$ cat config.mk
export PLATFORM = sky130hd
export DESIGN_NAME = proxy_request_udp_deframer_top
export DESIGN_NICKNAME = d
export VERILOG_FILES = /design/src/udpdf_pkg.sv /design/src/proxy_request_udp_deframer_top.sv /design/src/udpdf_parser.sv /design/src/udpdf_out_reg.sv
export SDC_FILE = /design/constraint.sdc
export NUM_CORES = 1
export LEC_CHECK = 0
export BUFFER_PORTS_ARGS = -buffer_cell sky130_fd_sc_hd__buf_2
export CAP_MARGIN = 20
export CORE_MARGIN = 4
export CORE_UTILIZATION = 30
export CTS_CLUSTER_SIZE = 12
export DETAILED_ROUTE_END_ITERATION = 12
export REMOVE_ABC_BUFFERS = 1
export SLEW_MARGIN = 10
export SYNTH_ARGS = -nofsm -noshare
export SYNTH_HDL_FRONTEND = slang
export SYNTH_SLANG_ARGS = --single-unit
$ cat constraint.sdc
create_clock -name clk_i -period 3.5 [get_ports clk_i]
set_clock_uncertainty 0.1 [all_clocks]
set_input_delay 0.35 -clock clk_i [delete_from_list [all_inputs] [get_ports clk_i]]
set_output_delay 0.35 -clock clk_i [all_outputs]
set_load 0.05 [all_outputs]
$ cat src/udpdf_pkg.sv
package udpdf_pkg;

  typedef enum logic [3:0] {
    PH_CMD    = 4'd0,
    PH_H_ATYP = 4'd1,
    PH_H_DLEN = 4'd2,
    PH_H_ADDR = 4'd3,
    PH_H_PORT = 4'd4,
    PH_H_CRLF = 4'd5,
    PH_TCP    = 4'd6,
    PH_U_ATYP = 4'd7,
    PH_U_DLEN = 4'd8,
    PH_U_ADDR = 4'd9,
    PH_U_PORT = 4'd10,
    PH_U_LEN  = 4'd11,
    PH_U_CRLF = 4'd12,
    PH_U_PAY  = 4'd13
  } phase_e;

  localparam logic [2:0] KIND_CMD     = 3'd0;
  localparam logic [2:0] KIND_ATYP    = 3'd1;
  localparam logic [2:0] KIND_DLEN    = 3'd2;
  localparam logic [2:0] KIND_ADDR    = 3'd3;
  localparam logic [2:0] KIND_PORT    = 3'd4;
  localparam logic [2:0] KIND_LEN     = 3'd5;
  localparam logic [2:0] KIND_CRLF    = 3'd6;
  localparam logic [2:0] KIND_PAYLOAD = 3'd7;

  localparam logic [1:0] ERR_NONE    = 2'd0;
  localparam logic [1:0] ERR_CMD     = 2'd1;
  localparam logic [1:0] ERR_ATYP    = 2'd2;
  localparam logic [1:0] ERR_LENGTH  = 2'd3;

  localparam logic [1:0] ADDR_IPV4   = 2'd0;
  localparam logic [1:0] ADDR_DOMAIN = 2'd1;
  localparam logic [1:0] ADDR_IPV6   = 2'd2;

  localparam logic [7:0] CMD_CONNECT   = 8'h01;
  localparam logic [7:0] CMD_UDP_ASSOC = 8'h03;
  localparam logic [7:0] ATYP_IPV4     = 8'h01;
  localparam logic [7:0] ATYP_DOMAIN   = 8'h03;
  localparam logic [7:0] ATYP_IPV6     = 8'h04;

  localparam logic [7:0] IPV4_BYTES = 8'd4;
  localparam logic [7:0] IPV6_BYTES = 8'd16;
  localparam logic [7:0] IDX_SAT    = 8'hFF;

  localparam logic [15:0] MAX_UDP_PAYLOAD_RST = 16'd8192;

  typedef struct packed {
    logic [7:0]  data_out;
    logic [2:0]  byte_kind;
    logic        is_udp;
    logic [1:0]  address_kind;
    logic [7:0]  field_index;
    logic        frame_last;
    logic [15:0] frame_length;
    logic        error;
    logic [1:0]  error_code;
  } result_t;

endpackage

$ cat src/proxy_request_udp_deframer_top.sv
// Request-header and UDP-frame deframer for one proxy connection.
// Input channel: in_valid_i / in_stall_o carry one client byte per request
// (data_byte_i, new_connection_i). Set new_connection_i on the first byte of
// a connection to clear the parse state and any sticky error.
// Output channel: out_valid_o / out_stall_i carry one tagged byte per input
// byte: field kind, field index, protocol, address type, frame end, declared
// UDP length and error status.
// out_valid_o rises in the cycle after a byte is accepted. One byte is taken per
// cycle while the receiver does not stall; the parse state advances in a single
// pass ahead of the result register, with no separate work step per byte.
// When the receiver stalls, the result register holds its byte and
// in_stall_o rises, so input is held off until the result is taken; a new
// byte is accepted in the same cycle the held one leaves.
// cfg_we_i / cfg_wdata_i write max_udp_payload; write only while idle.
// Reset clears the parse state, empties the result register and sets
// max_udp_payload to 8192. A declared frame length above it gives error 3.
module proxy_request_udp_deframer_top import udpdf_pkg::*; (
  input  logic        clk_i,
  input  logic        rst_ni,
  input  logic        cfg_we_i,
  input  logic [15:0] cfg_wdata_i,
  input  logic        in_valid_i,
  output logic        in_stall_o,
  input  logic [7:0]  data_byte_i,
  input  logic        new_connection_i,
  output logic        out_valid_o,
  input  logic        out_stall_i,
  output logic [7:0]  data_out_o,
  output logic [2:0]  byte_kind_o,
  output logic        is_udp_o,
  output logic [1:0]  address_kind_o,
  output logic [7:0]  field_index_o,
  output logic        frame_last_o,
  output logic [15:0] frame_length_o,
  output logic        error_o,
  output logic [1:0]  error_code_o
);

  logic [15:0] max_udp_payload_q;
  logic        accept;
  result_t     result_d;
  result_t     result_q;

  always_ff @(posedge clk_i or negedge rst_ni) begin
    if (!rst_ni) begin
      max_udp_payload_q <= MAX_UDP_PAYLOAD_RST;
    end else if (cfg_we_i) begin
      max_udp_payload_q <= cfg_wdata_i;
    end
  end

  assign accept = in_valid_i && !in_stall_o;

  udpdf_parser u_parser (
    .clk_i             (clk_i),
    .rst_ni            (rst_ni),
    .accept_i          (accept),
    .data_byte_i       (data_byte_i),
    .new_connection_i  (new_connection_i),
    .max_udp_payload_i (max_udp_payload_q),
    .result_o          (result_d)
  );

  udpdf_out_reg u_out_reg (
    .clk_i       (clk_i),
    .rst_ni      (rst_ni),
    .in_valid_i  (in_valid_i),
    .in_stall_o  (in_stall_o),
    .result_i    (result_d),
    .out_valid_o (out_valid_o),
    .out_stall_i (out_stall_i),
    .result_o    (result_q)
  );

  assign data_out_o     = result_q.data_out;
  assign byte_kind_o    = result_q.byte_kind;
  assign is_udp_o       = result_q.is_udp;
  assign address_kind_o = result_q.address_kind;
  assign field_index_o  = result_q.field_index;
  assign frame_last_o   = result_q.frame_last;
  assign frame_length_o = result_q.frame_length;
  assign error_o        = result_q.error;
  assign error_code_o   = result_q.error_code;

  a_accept_gives_result: assert property (
    @(posedge clk_i) disable iff (!rst_ni)
    in_valid_i && !in_stall_o |=> out_valid_o
  ) else $error("accepted byte produced no result");

  a_error_code_match: assert property (
    @(posedge clk_i) disable iff (!rst_ni)
    out_valid_o |-> error_o == (error_code_o != ERR_NONE)
  ) else $error("error flag disagrees with error code");

  a_frame_last_kind: assert property (
    @(posedge clk_i) disable iff (!rst_ni)
    out_valid_o && frame_last_o |-> byte_kind_o == KIND_CRLF ||
                                    byte_kind_o == KIND_PAYLOAD
  ) else $error("frame end on a header field byte");

endmodule

$ cat src/udpdf_parser.sv
module udpdf_parser import udpdf_pkg::*; (
  input  logic        clk_i,
  input  logic        rst_ni,
  input  logic        accept_i,
  input  logic [7:0]  data_byte_i,
  input  logic        new_connection_i,
  input  logic [15:0] max_udp_payload_i,
  output result_t     result_o
);

  phase_e      phase_q, phase_d;
  logic [7:0]  fcnt_q, fcnt_d;
  logic [7:0]  dlen_q, dlen_d;
  logic [15:0] lacc_q, lacc_d;
  logic [15:0] prem_q, prem_d;
  logic        udp_q, udp_d;
  logic [1:0]  akind_q, akind_d;
  logic [1:0]  err_q, err_d;

  phase_e      phase_c;
  logic        frame;
  logic [7:0]  abytes;
  logic [7:0]  fcnt_inc;
  logic [15:0] lacc_full;
  logic [15:0] prem_dec;
  logic [2:0]  kind;
  logic [7:0]  idx;
  logic        last;
  logic [15:0] flen;

  always_comb begin
    // clear the parse state ahead of the first byte of a new connection
    if (new_connection_i) begin
      phase_c = PH_CMD;
      fcnt_d  = '0;
      dlen_d  = '0;
      lacc_d  = '0;
      prem_d  = '0;
      udp_d   = 1'b0;
      akind_d = ADDR_IPV4;
      err_d   = ERR_NONE;
    end else begin
      phase_c = phase_q;
      fcnt_d  = fcnt_q;
      dlen_d  = dlen_q;
      lacc_d  = lacc_q;
      prem_d  = prem_q;
      udp_d   = udp_q;
      akind_d = akind_q;
      err_d   = err_q;
    end
    phase_d = phase_c;
    kind    = KIND_CMD;
    idx     = '0;
    last    = 1'b0;
    flen    = '0;

    frame = (phase_c == PH_U_ATYP) || (phase_c == PH_U_DLEN) ||
            (phase_c == PH_U_ADDR) || (phase_c == PH_U_PORT);
    case (akind_d)
      ADDR_IPV4: abytes = IPV4_BYTES;
      ADDR_IPV6: abytes = IPV6_BYTES;
      default:   abytes = dlen_d;
    endcase
    fcnt_inc  = fcnt_d + 8'd1;
    lacc_full = {lacc_d[15:8], data_byte_i};
    prem_dec  = prem_d - 16'd1;

    if (err_d == ERR_NONE) begin
      case (phase_c)
        PH_H_ATYP, PH_U_ATYP: begin
          kind   = KIND_ATYP;
          fcnt_d = '0;
          if (data_byte_i == ATYP_IPV4) begin
            akind_d = ADDR_IPV4;
            phase_d = frame ? PH_U_ADDR : PH_H_ADDR;
          end else if (data_byte_i == ATYP_DOMAIN) begin
            akind_d = ADDR_DOMAIN;
            phase_d = frame ? PH_U_DLEN : PH_H_DLEN;
          end else if (data_byte_i == ATYP_IPV6) begin
            akind_d = ADDR_IPV6;
            phase_d = frame ? PH_U_ADDR : PH_H_ADDR;
          end else begin
            akind_d = ADDR_IPV4;
            err_d   = ERR_ATYP;
          end
        end
        PH_H_DLEN, PH_U_DLEN: begin
          kind   = KIND_DLEN;
          dlen_d = data_byte_i;
          fcnt_d = '0;
          // empty domain goes straight to the port
          if (data_byte_i == 8'd0) phase_d = frame ? PH_U_PORT : PH_H_PORT;
          else                     phase_d = frame ? PH_U_ADDR : PH_H_ADDR;
        end
        PH_H_ADDR, PH_U_ADDR: begin
          kind = KIND_ADDR;
          idx  = fcnt_d;
          if (fcnt_inc >= abytes) begin
            fcnt_d  = '0;
            phase_d = frame ? PH_U_PORT : PH_H_PORT;
          end else begin
            fcnt_d = fcnt_inc;
          end
        end
        PH_H_PORT, PH_U_PORT: begin
          kind = KIND_PORT;
          idx  = fcnt_d;
          if (fcnt_d != 8'd0) begin
            fcnt_d  = '0;
            phase_d = frame ? PH_U_LEN : PH_H_CRLF;
          end else begin
            fcnt_d = 8'd1;
          end
        end
        PH_H_CRLF: begin
          kind = KIND_CRLF;
          idx  = fcnt_d;
          if (fcnt_d != 8'd0) begin
            fcnt_d  = '0;
            last    = 1'b1;
            phase_d = udp_d ? PH_U_ATYP : PH_TCP;
          end else begin
            fcnt_d = 8'd1;
          end
        end
        PH_TCP: begin
          kind = KIND_PAYLOAD;
          idx  = fcnt_d;
          if (fcnt_d != IDX_SAT) fcnt_d = fcnt_inc;
        end
        PH_U_LEN: begin
          kind = KIND_LEN;
          idx  = fcnt_d;
          if (fcnt_d == 8'd0) begin
            lacc_d = {data_byte_i, 8'd0};
            fcnt_d = 8'd1;
          end else begin
            lacc_d = lacc_full;
            flen   = lacc_full;
            fcnt_d = '0;
            if (lacc_full > max_udp_payload_i) err_d = ERR_LENGTH;
            else                               phase_d = PH_U_CRLF;
          end
        end
        PH_U_CRLF: begin
          kind = KIND_CRLF;
          idx  = fcnt_d;
          flen = lacc_d;
          if (fcnt_d != 8'd0) begin
            fcnt_d = '0;
            prem_d = lacc_d;
            if (lacc_d == 16'd0) begin
              last    = 1'b1;
              phase_d = PH_U_ATYP;
            end else begin
              phase_d = PH_U_PAY;
            end
          end else begin
            fcnt_d = 8'd1;
          end
        end
        PH_U_PAY: begin
          kind   = KIND_PAYLOAD;
          idx    = fcnt_d;
          flen   = lacc_d;
          prem_d = prem_dec;
          if (prem_dec == 16'd0) begin
            last    = 1'b1;
            fcnt_d  = '0;
            phase_d = PH_U_ATYP;
          end else if (fcnt_d != IDX_SAT) begin
            fcnt_d = fcnt_inc;
          end
        end
        default: begin
          kind   = KIND_CMD;
          fcnt_d = '0;
          if (data_byte_i == CMD_CONNECT) begin
            udp_d   = 1'b0;
            phase_d = PH_H_ATYP;
          end else if (data_byte_i == CMD_UDP_ASSOC) begin
            udp_d   = 1'b1;
            phase_d = PH_H_ATYP;
          end else begin
            phase_d = PH_CMD;
            err_d   = ERR_CMD;
          end
        end
      endcase
    end

    result_o.data_out     = data_byte_i;
    result_o.byte_kind    = kind;
    result_o.is_udp       = udp_d;
    result_o.address_kind = akind_d;
    result_o.field_index  = idx;
    result_o.frame_last   = last;
    result_o.frame_length = flen;
    result_o.error        = (err_d != ERR_NONE);
    result_o.error_code   = err_d;
  end

  always_ff @(posedge clk_i or negedge rst_ni) begin
    if (!rst_ni) begin
      phase_q <= PH_CMD;
      fcnt_q  <= '0;
      dlen_q  <= '0;
      lacc_q  <= '0;
      prem_q  <= '0;
      udp_q   <= 1'b0;
      akind_q <= ADDR_IPV4;
      err_q   <= ERR_NONE;
    end else if (accept_i) begin
      phase_q <= phase_d;
      fcnt_q  <= fcnt_d;
      dlen_q  <= dlen_d;
      lacc_q  <= lacc_d;
      prem_q  <= prem_d;
      udp_q   <= udp_d;
      akind_q <= akind_d;
      err_q   <= err_d;
    end
  end

endmodule

$ cat src/udpdf_out_reg.sv
module udpdf_out_reg import udpdf_pkg::*; (
  input  logic    clk_i,
  input  logic    rst_ni,
  input  logic    in_valid_i,
  output logic    in_stall_o,
  input  result_t result_i,
  output logic    out_valid_o,
  input  logic    out_stall_i,
  output result_t result_o
);

  logic    valid_q, valid_d;
  result_t result_q;
  logic    load;

  // take a new request whenever the held result leaves this cycle or none is held
  assign in_stall_o = valid_q && out_stall_i;
  assign load       = in_valid_i && !in_stall_o;

  always_comb begin
    if (load) valid_d = 1'b1;
    else if (!out_stall_i) valid_d = 1'b0;
    else valid_d = valid_q;
  end

  always_ff @(posedge clk_i or negedge rst_ni) begin
    if (!rst_ni) begin
      valid_q <= 1'b0;
    end else begin
      valid_q <= valid_d;
    end
  end

  always_ff @(posedge clk_i) begin
    if (load) begin
      result_q <= result_i;
    end
  end

  assign out_valid_o = valid_q;
  assign result_o    = result_q;

endmodule
* Yosys cells after proc, flatten, opt, wreduce, memory -nomap -nowiden *
Cells that the tools add are included.

operators by class
  mux-type cells = 73
  reduce and logical (&&, ||, !) cells = 26
  magnitude comparators = 2
  equality and inequality tests = 19
  add/subtract/negate cells = 2

operator list
  operator                                                              count
  16-bit 2-to-1 mux                                                     8
  4-bit 2-to-1 mux                                                      19
  8-bit 2-to-1 mux                                                      8
  16-bit case mux with 2 select lines                                   2
  8-bit case mux with 5 select lines                                    1
  4-bit case mux with 9 select lines                                    1
  16-bit zero test                                                      2
  2-bit 2-to-1 mux                                                      15
  4-bit == test, second input constant                                  6
  3-bit case mux with 7 select lines                                    1
  4-bit by 3-bit == test with 1-bit output, second input constant       4
  16-bit greater-than comparator                                        1
  8-bit zero test                                                       2
  8-bit case mux with 2 select lines                                    1
  16-bit by 1-bit subtractor with 16-bit output, second input constant  1
  1-bit 2-to-1 mux                                                      15
  2-bit OR reduction                                                    7
  13-bit OR reduction                                                   1
  10-bit OR reduction                                                   1
  9-bit OR reduction                                                    1
  8-bit by 1-bit adder with 8-bit output, second input constant         1
  4-bit by 2-bit == test with 1-bit output, second input constant       2
  8-bit by 1-bit == test with 1-bit output, second input constant       1
  8-bit by 2-bit == test with 1-bit output, second input constant       1
  other kinds (16)                                                      20

word-level totals
  flip-flop bits (word level) = 116
  input port bits = 30
  word-level logic and storage cells = 141
  output and inout bits = 44

* Logic depth before layout (Yosys ltp) *
  word-level depth = 11
  depth in mapped cells = 18
  depth with buffers taken out = 16

* By module *
From an unflattened synthesis, not the netlist that was laid out.

second synthesis, totals
  cell total of the unflattened synthesis = 717
  area, all modules = 6964.2 µm²

modules (own cells, without submodules)
  module                          seq. area each (µm²)  area an instance (µm²)  instances  cells an instance
  udpdf_parser                    1426.4                4996.0                  1          636
  udpdf_out_reg                   1286.2                1311.3                  1          46
  proxy_request_udp_deframer_top  401.6                 656.9                   1          35

* Worst setup path before layout *
No wires, ideal clock.

  path type = input to register
  start = input port new_connection_i
  end = register u_parser.fcnt_q[2]
  cell stages on the path = 13
  data arrival time = 3229 ps
  slack = 104 ps
  cell sequence = buf_2 > buf_1 > clkbuf_1 > nor2b_1 > and2_1 > ha_1 > nand2b_1 > a21o_1 > a211o_1 > a211oi_1 > a21oi_1 > a21oi_2 > a221o_1

between the ends
  cells in the longest elaborated chain, start to end = 7

RTL lines
  what                                                                                            line                                  RTL
  start: declaration                                                                              proxy_request_udp_deframer_top.sv:25  input logic new_connection_i,
  parallel branches: the longest is 6 deep, another holds 8-bit by 1-bit adder with 8-bit output  -
  8-bit 2-to-1 mux (*)                                                                            udpdf_parser.sv:69                    if (err_d == ERR_NONE) begin
  end signal: assignment                                                                          udpdf_parser.sv:216                   fcnt_q <= fcnt_d;
  end: declaration                                                                                udpdf_parser.sv:12                    logic [7:0] fcnt_q, fcnt_d;

Mark *: on every way between the ends.
A chain may end at the register's enable or synchronous reset.

* Worst setup path after layout *
  start = register u_parser.fcnt_q[0]
  end = register u_parser.fcnt_q[4]

between the ends
  cells in the longest elaborated chain, start to end = 6

RTL lines
  what                                                                     line                                                          RTL
  8-bit 2-to-1 mux (*)                                                     udpdf_parser.sv:33                                            if (new_connection_i) begin
  8-bit by 1-bit adder with 8-bit output or 8-bit != test (tied branches)  udpdf_parser.sv:65, udpdf_parser.sv:130, udpdf_parser.sv:172
  8-bit greater-or-equal comparator or 8-bit 2-to-1 mux (tied branches)    udpdf_parser.sv:99, udpdf_parser.sv:130, udpdf_parser.sv:172
  8-bit 2-to-1 mux (on tied branches)                                      udpdf_parser.sv:99, udpdf_parser.sv:168
  8-bit case mux with 5 select lines (*)                                   udpdf_parser.sv:70                                            case (phase_c)
  8-bit 2-to-1 mux (*)                                                     udpdf_parser.sv:69

Every way passes the cells marked *; elsewhere a longest branch is shown, timed or not.

==> flow_summary.yaml <==
route:
  ant_nets: 0
  drtPass1Iterations: 5
  wl_mm: 19.8
  num_vias: 5781
  drc: 0
  vias_per_cell: 5.34
  drt_iter0_markers: 640
  wire_per_inst_microns: 18.3
placement:
  place_congestion: 0.945
  port_buffers: 73
  detailed_place_hpwl_mm: 13.9
power:
  p_seq_share_pct: 36.9
  p_sw_w: 0.00138
  combPwrFrac_pct: 19.2
  cellLeakagePower_nw: 3.57
  internal-power_w: 0.00300
  swShare_pct: 31.5
  powerDensity_nw_per_um2: 538
  ir_worst_vdd_uv: 356
  clkPwrFrac_pct: 43.9
sta:
  slew-limit-headroom_pct: 51.1
  fin_crit_sh_pct: 88.6
  tns_ps: 0
  fin_crit_ps: 3100
  setup_viol: 0
  fmax_mhz: 322
  rsz0062_at_grt: "no"
  report.final.hold_viol_count: 0
  tightest_slew_ps: 727
  slew_violations: 0
global_route:
  antenna_found_initial: 0
  grt_util_met3_pct: 3.66
  gr-usage-all-layers_pct: 16.5
  use_met1_pct: 23.5
  overflow: 0
  grtUsageMet2_pct: 24.8
  grt-busiest-layer: "met2"
  grt_pass1_wl_mm: 31.7
  grt_max_degree: 75
  grt_pass1_vias: 5607
yosys:
  ys_warn_count: 0
  ys_ff_latch: 116
  yosysSeqAreaShare_pct: 46.4
  synth_edf_count: 42
  synth_cell_types: 68
  async_flop_share_pct: 63.8
  synth_area_sq_um: 6710
  yosys-top-cells-area: "dfrtp_1, edfxtp_1, nand2_1"
  netlist_instances: 710
  synth_top_area_share_pct: 27.2
  synth_common_cells: "nand2_1, dfrtp_1, nor2_1, edfxtp_1, o21ai_0"
  syn_area_per_cell_sq_um: 9.45
  synth_flop_cell: "dfrtp_1"
  synth.most_common_cell: "nand2_1"
  synth_top_cell_by_area: "dfrtp_1"
worst_hold_path:
  min_from: "cfg_wdata_i[2]"
  whs_path_depth: 3
  hp-class: "primary input to register"
  hold_end: "max_udp_payload_q[2]"
final_layout:
  antenna_cells: 0
  drive_above_1_share_pct: 18.8
  area_growth_syn_to_layout_pct: 21.2
  nFillCells: 2254
  nets: 849
  postLayoutCoreUtil_pct: 37.1
floorplanning:
  row_count: 54
  coreArea_sq_um: 21900
  die_w_microns: 158
  die_h_microns: 158
  dieArea_sq_um: 24800
  num_io_pins: 74
  start_util_pct: 30.6
clock_network:
  cts.repair.resized: 0
  cts_tree: "done"
  cts-buffers-inserted: 17
  clkSinkCount: 116
  insertion_delay_ps: 430
  path_clk_slew_ps: 60
  root_buffer: "clkbuf_16"
  htreeDepth: 4
  clockBufferDepth: 2
critical_path:
  path_class: "register to register"
  crit_path_top_delay_cell: "dfrtp_1"
  r2r_slack_ps: 400
  crit_chain: "nand2_1 -> inv_1 -> ha_1 -> nand4_1 -> nor2_1 -> xor2_1 -> ha_1 -> a21o_1 -> a21o_1 -> a211oi_1 -> buf_4 -> a21oi_1 -> a21oi_2 -> a221o_1"
  end_kind: "register"
  crit_fanout: 5
  r2r_end: "u_parser.fcnt_q[4]"
  max_stage_delay_ps: 390
  critPathLaunchType: "register"
  critPathArrivalTime_ps: 3360
  rr_worst_depth: 14
  timing.rr.start: "u_parser.fcnt_q[0]"
  cp.required_ps: 3760
outcome:
  outcome: "completed"
run:
  drv_cap: 0
how the worst max path moves through the flow:
| stage | from | to | slack [ps] | cells past startpoint |
|---|---|---|---|---|
| after global placement | new_connection_i | u_parser.fcnt_q[3] | 260 | 16 |
| after detailed placement | new_connection_i | u_parser.fcnt_q[1] | 180 | 16 |
| after floorplan | u_out_reg.out_valid_o | u_parser.prem_q[3] | -190 | 9 |
| after CTS | u_parser.fcnt_q[0] | u_parser.fcnt_q[3] | 410 | 14 |
| final | u_parser.fcnt_q[0] | u_parser.fcnt_q[4] | 400 | 14 |
| after global routing | u_parser.fcnt_q[0] | u_parser.fcnt_q[5] | 150 | 14 |
critical path: cells and delay by family (launching register included):
kind / cells / cell delay [ps]
adder cells (fa/ha/maj): 2 / 500
flip-flops: 1 / 390
XOR/XNOR: 1 / 230
AO/OA/AOI/OAI: 6 / 1070
AND/OR/NAND/NOR: 3 / 430
buffers and inverters: 2 / 320
placed cells by master (no fill, tap or decap), types with 16 or more instances in the layout:
cell type  count
a21oi_1       32
nand2_1      102
o21ai_0       40
dfrtp_1       73
buf_2         72
buf_4         25
and2_1        17
nor3_1        16
ha_1          29
edfxtp_1      42
a22o_1        37
a21o_1        16
inv_1         26
nor2b_1       19
clkbuf_16     17
nor2_1        59
flip-flops by register name (all words and copies together) (netlist names):
| name | cells |
|---|---|
| u_parser.prem_q | 16 |
| max_udp_payload_q | 16 |
| u_out_reg.out_valid_o | 1 |
| u_parser.err_q | 2 |
| u_parser.udp_q | 1 |
| u_parser.fcnt_q | 8 |
| u_parser.lacc_q | 16 |
| u_parser.dlen_q | 8 |
| u_parser.phase_q | 4 |
| u_parser.akind_q | 2 |
| u_out_reg.result_o | 42 |
layer usage:
layer / vias up / part of all wire [%]
li1: 2765 / -
met1: 2785 / 47
met2: 205 / 46
met3: 26 / 6.0
met4: 0 / 1.6
met5: - / 0
logic make-up after synthesis:
kind of cell | Yosys count | synth area share, %
AND/OR/NAND/NOR | 291 | 21.8
AO/OA/AOI/OAI | 188 | 19.7
flip-flops | 116 | 46.4
buffers and inverters | 66 | 3.88
adder cells (fa/ha/maj) | 29 | 5.41
XOR/XNOR | 15 | 1.96
multiplexers | 5 | 0.858
metrics by stage:
stage / instance area [sq um] / cells / total power, W / worst slack, ps / hold WS (ps)
2_1_floorplan: 6550 / 672 / 0.00215 / -191 / -45.6
3_3_place_gp: 7450 / 1049 / 0.00246 / 256 / 378
3_5_place_dp: 7450 / 1049 / 0.00246 / 184 / 383
4_1_cts: 8090 / 1081 / 0.00439 / 408 / 8.73
5_1_grt: 8130 / 1083 / 0.00458 / 152 / 29.5
6_report: 8130 / 1083 / 0.00438 / 398 / 21.6
timing repair:
item | 4_1_cts | 5_1_grt
hold buffers | 0 | 1
buffers inserted | 0 | 0
hold endpoints to repair | 0 | 20
area by class of cell:
type                    instances  area (sq um)  share of cell area [%]
multi-input cells             528          3330                    41.0
flip-flops and latches        116          3110                    38.3
well taps                     280           350                    4.31
clock buffers                  17           425                    5.23
repair buffers                 99           586                    7.20
clock inverters                15           218                    2.68
inverters                      28           105                    1.29
power groups by stage:
stage | clock network [W] | registers [W] | logic, W
2_1_floorplan | 0 | 0.00174 | 0.000406
5_1_grt | 0.00202 | 0.00163 | 0.000930
3_3_place_gp | 0 | 0.00164 | 0.000825
4_1_cts | 0.00195 | 0.00161 | 0.000828
6_report | 0.00192 | 0.00162 | 0.000839
3_5_place_dp | 0 | 0.00164 | 0.000825
Power figures use the tool's default switching activity.
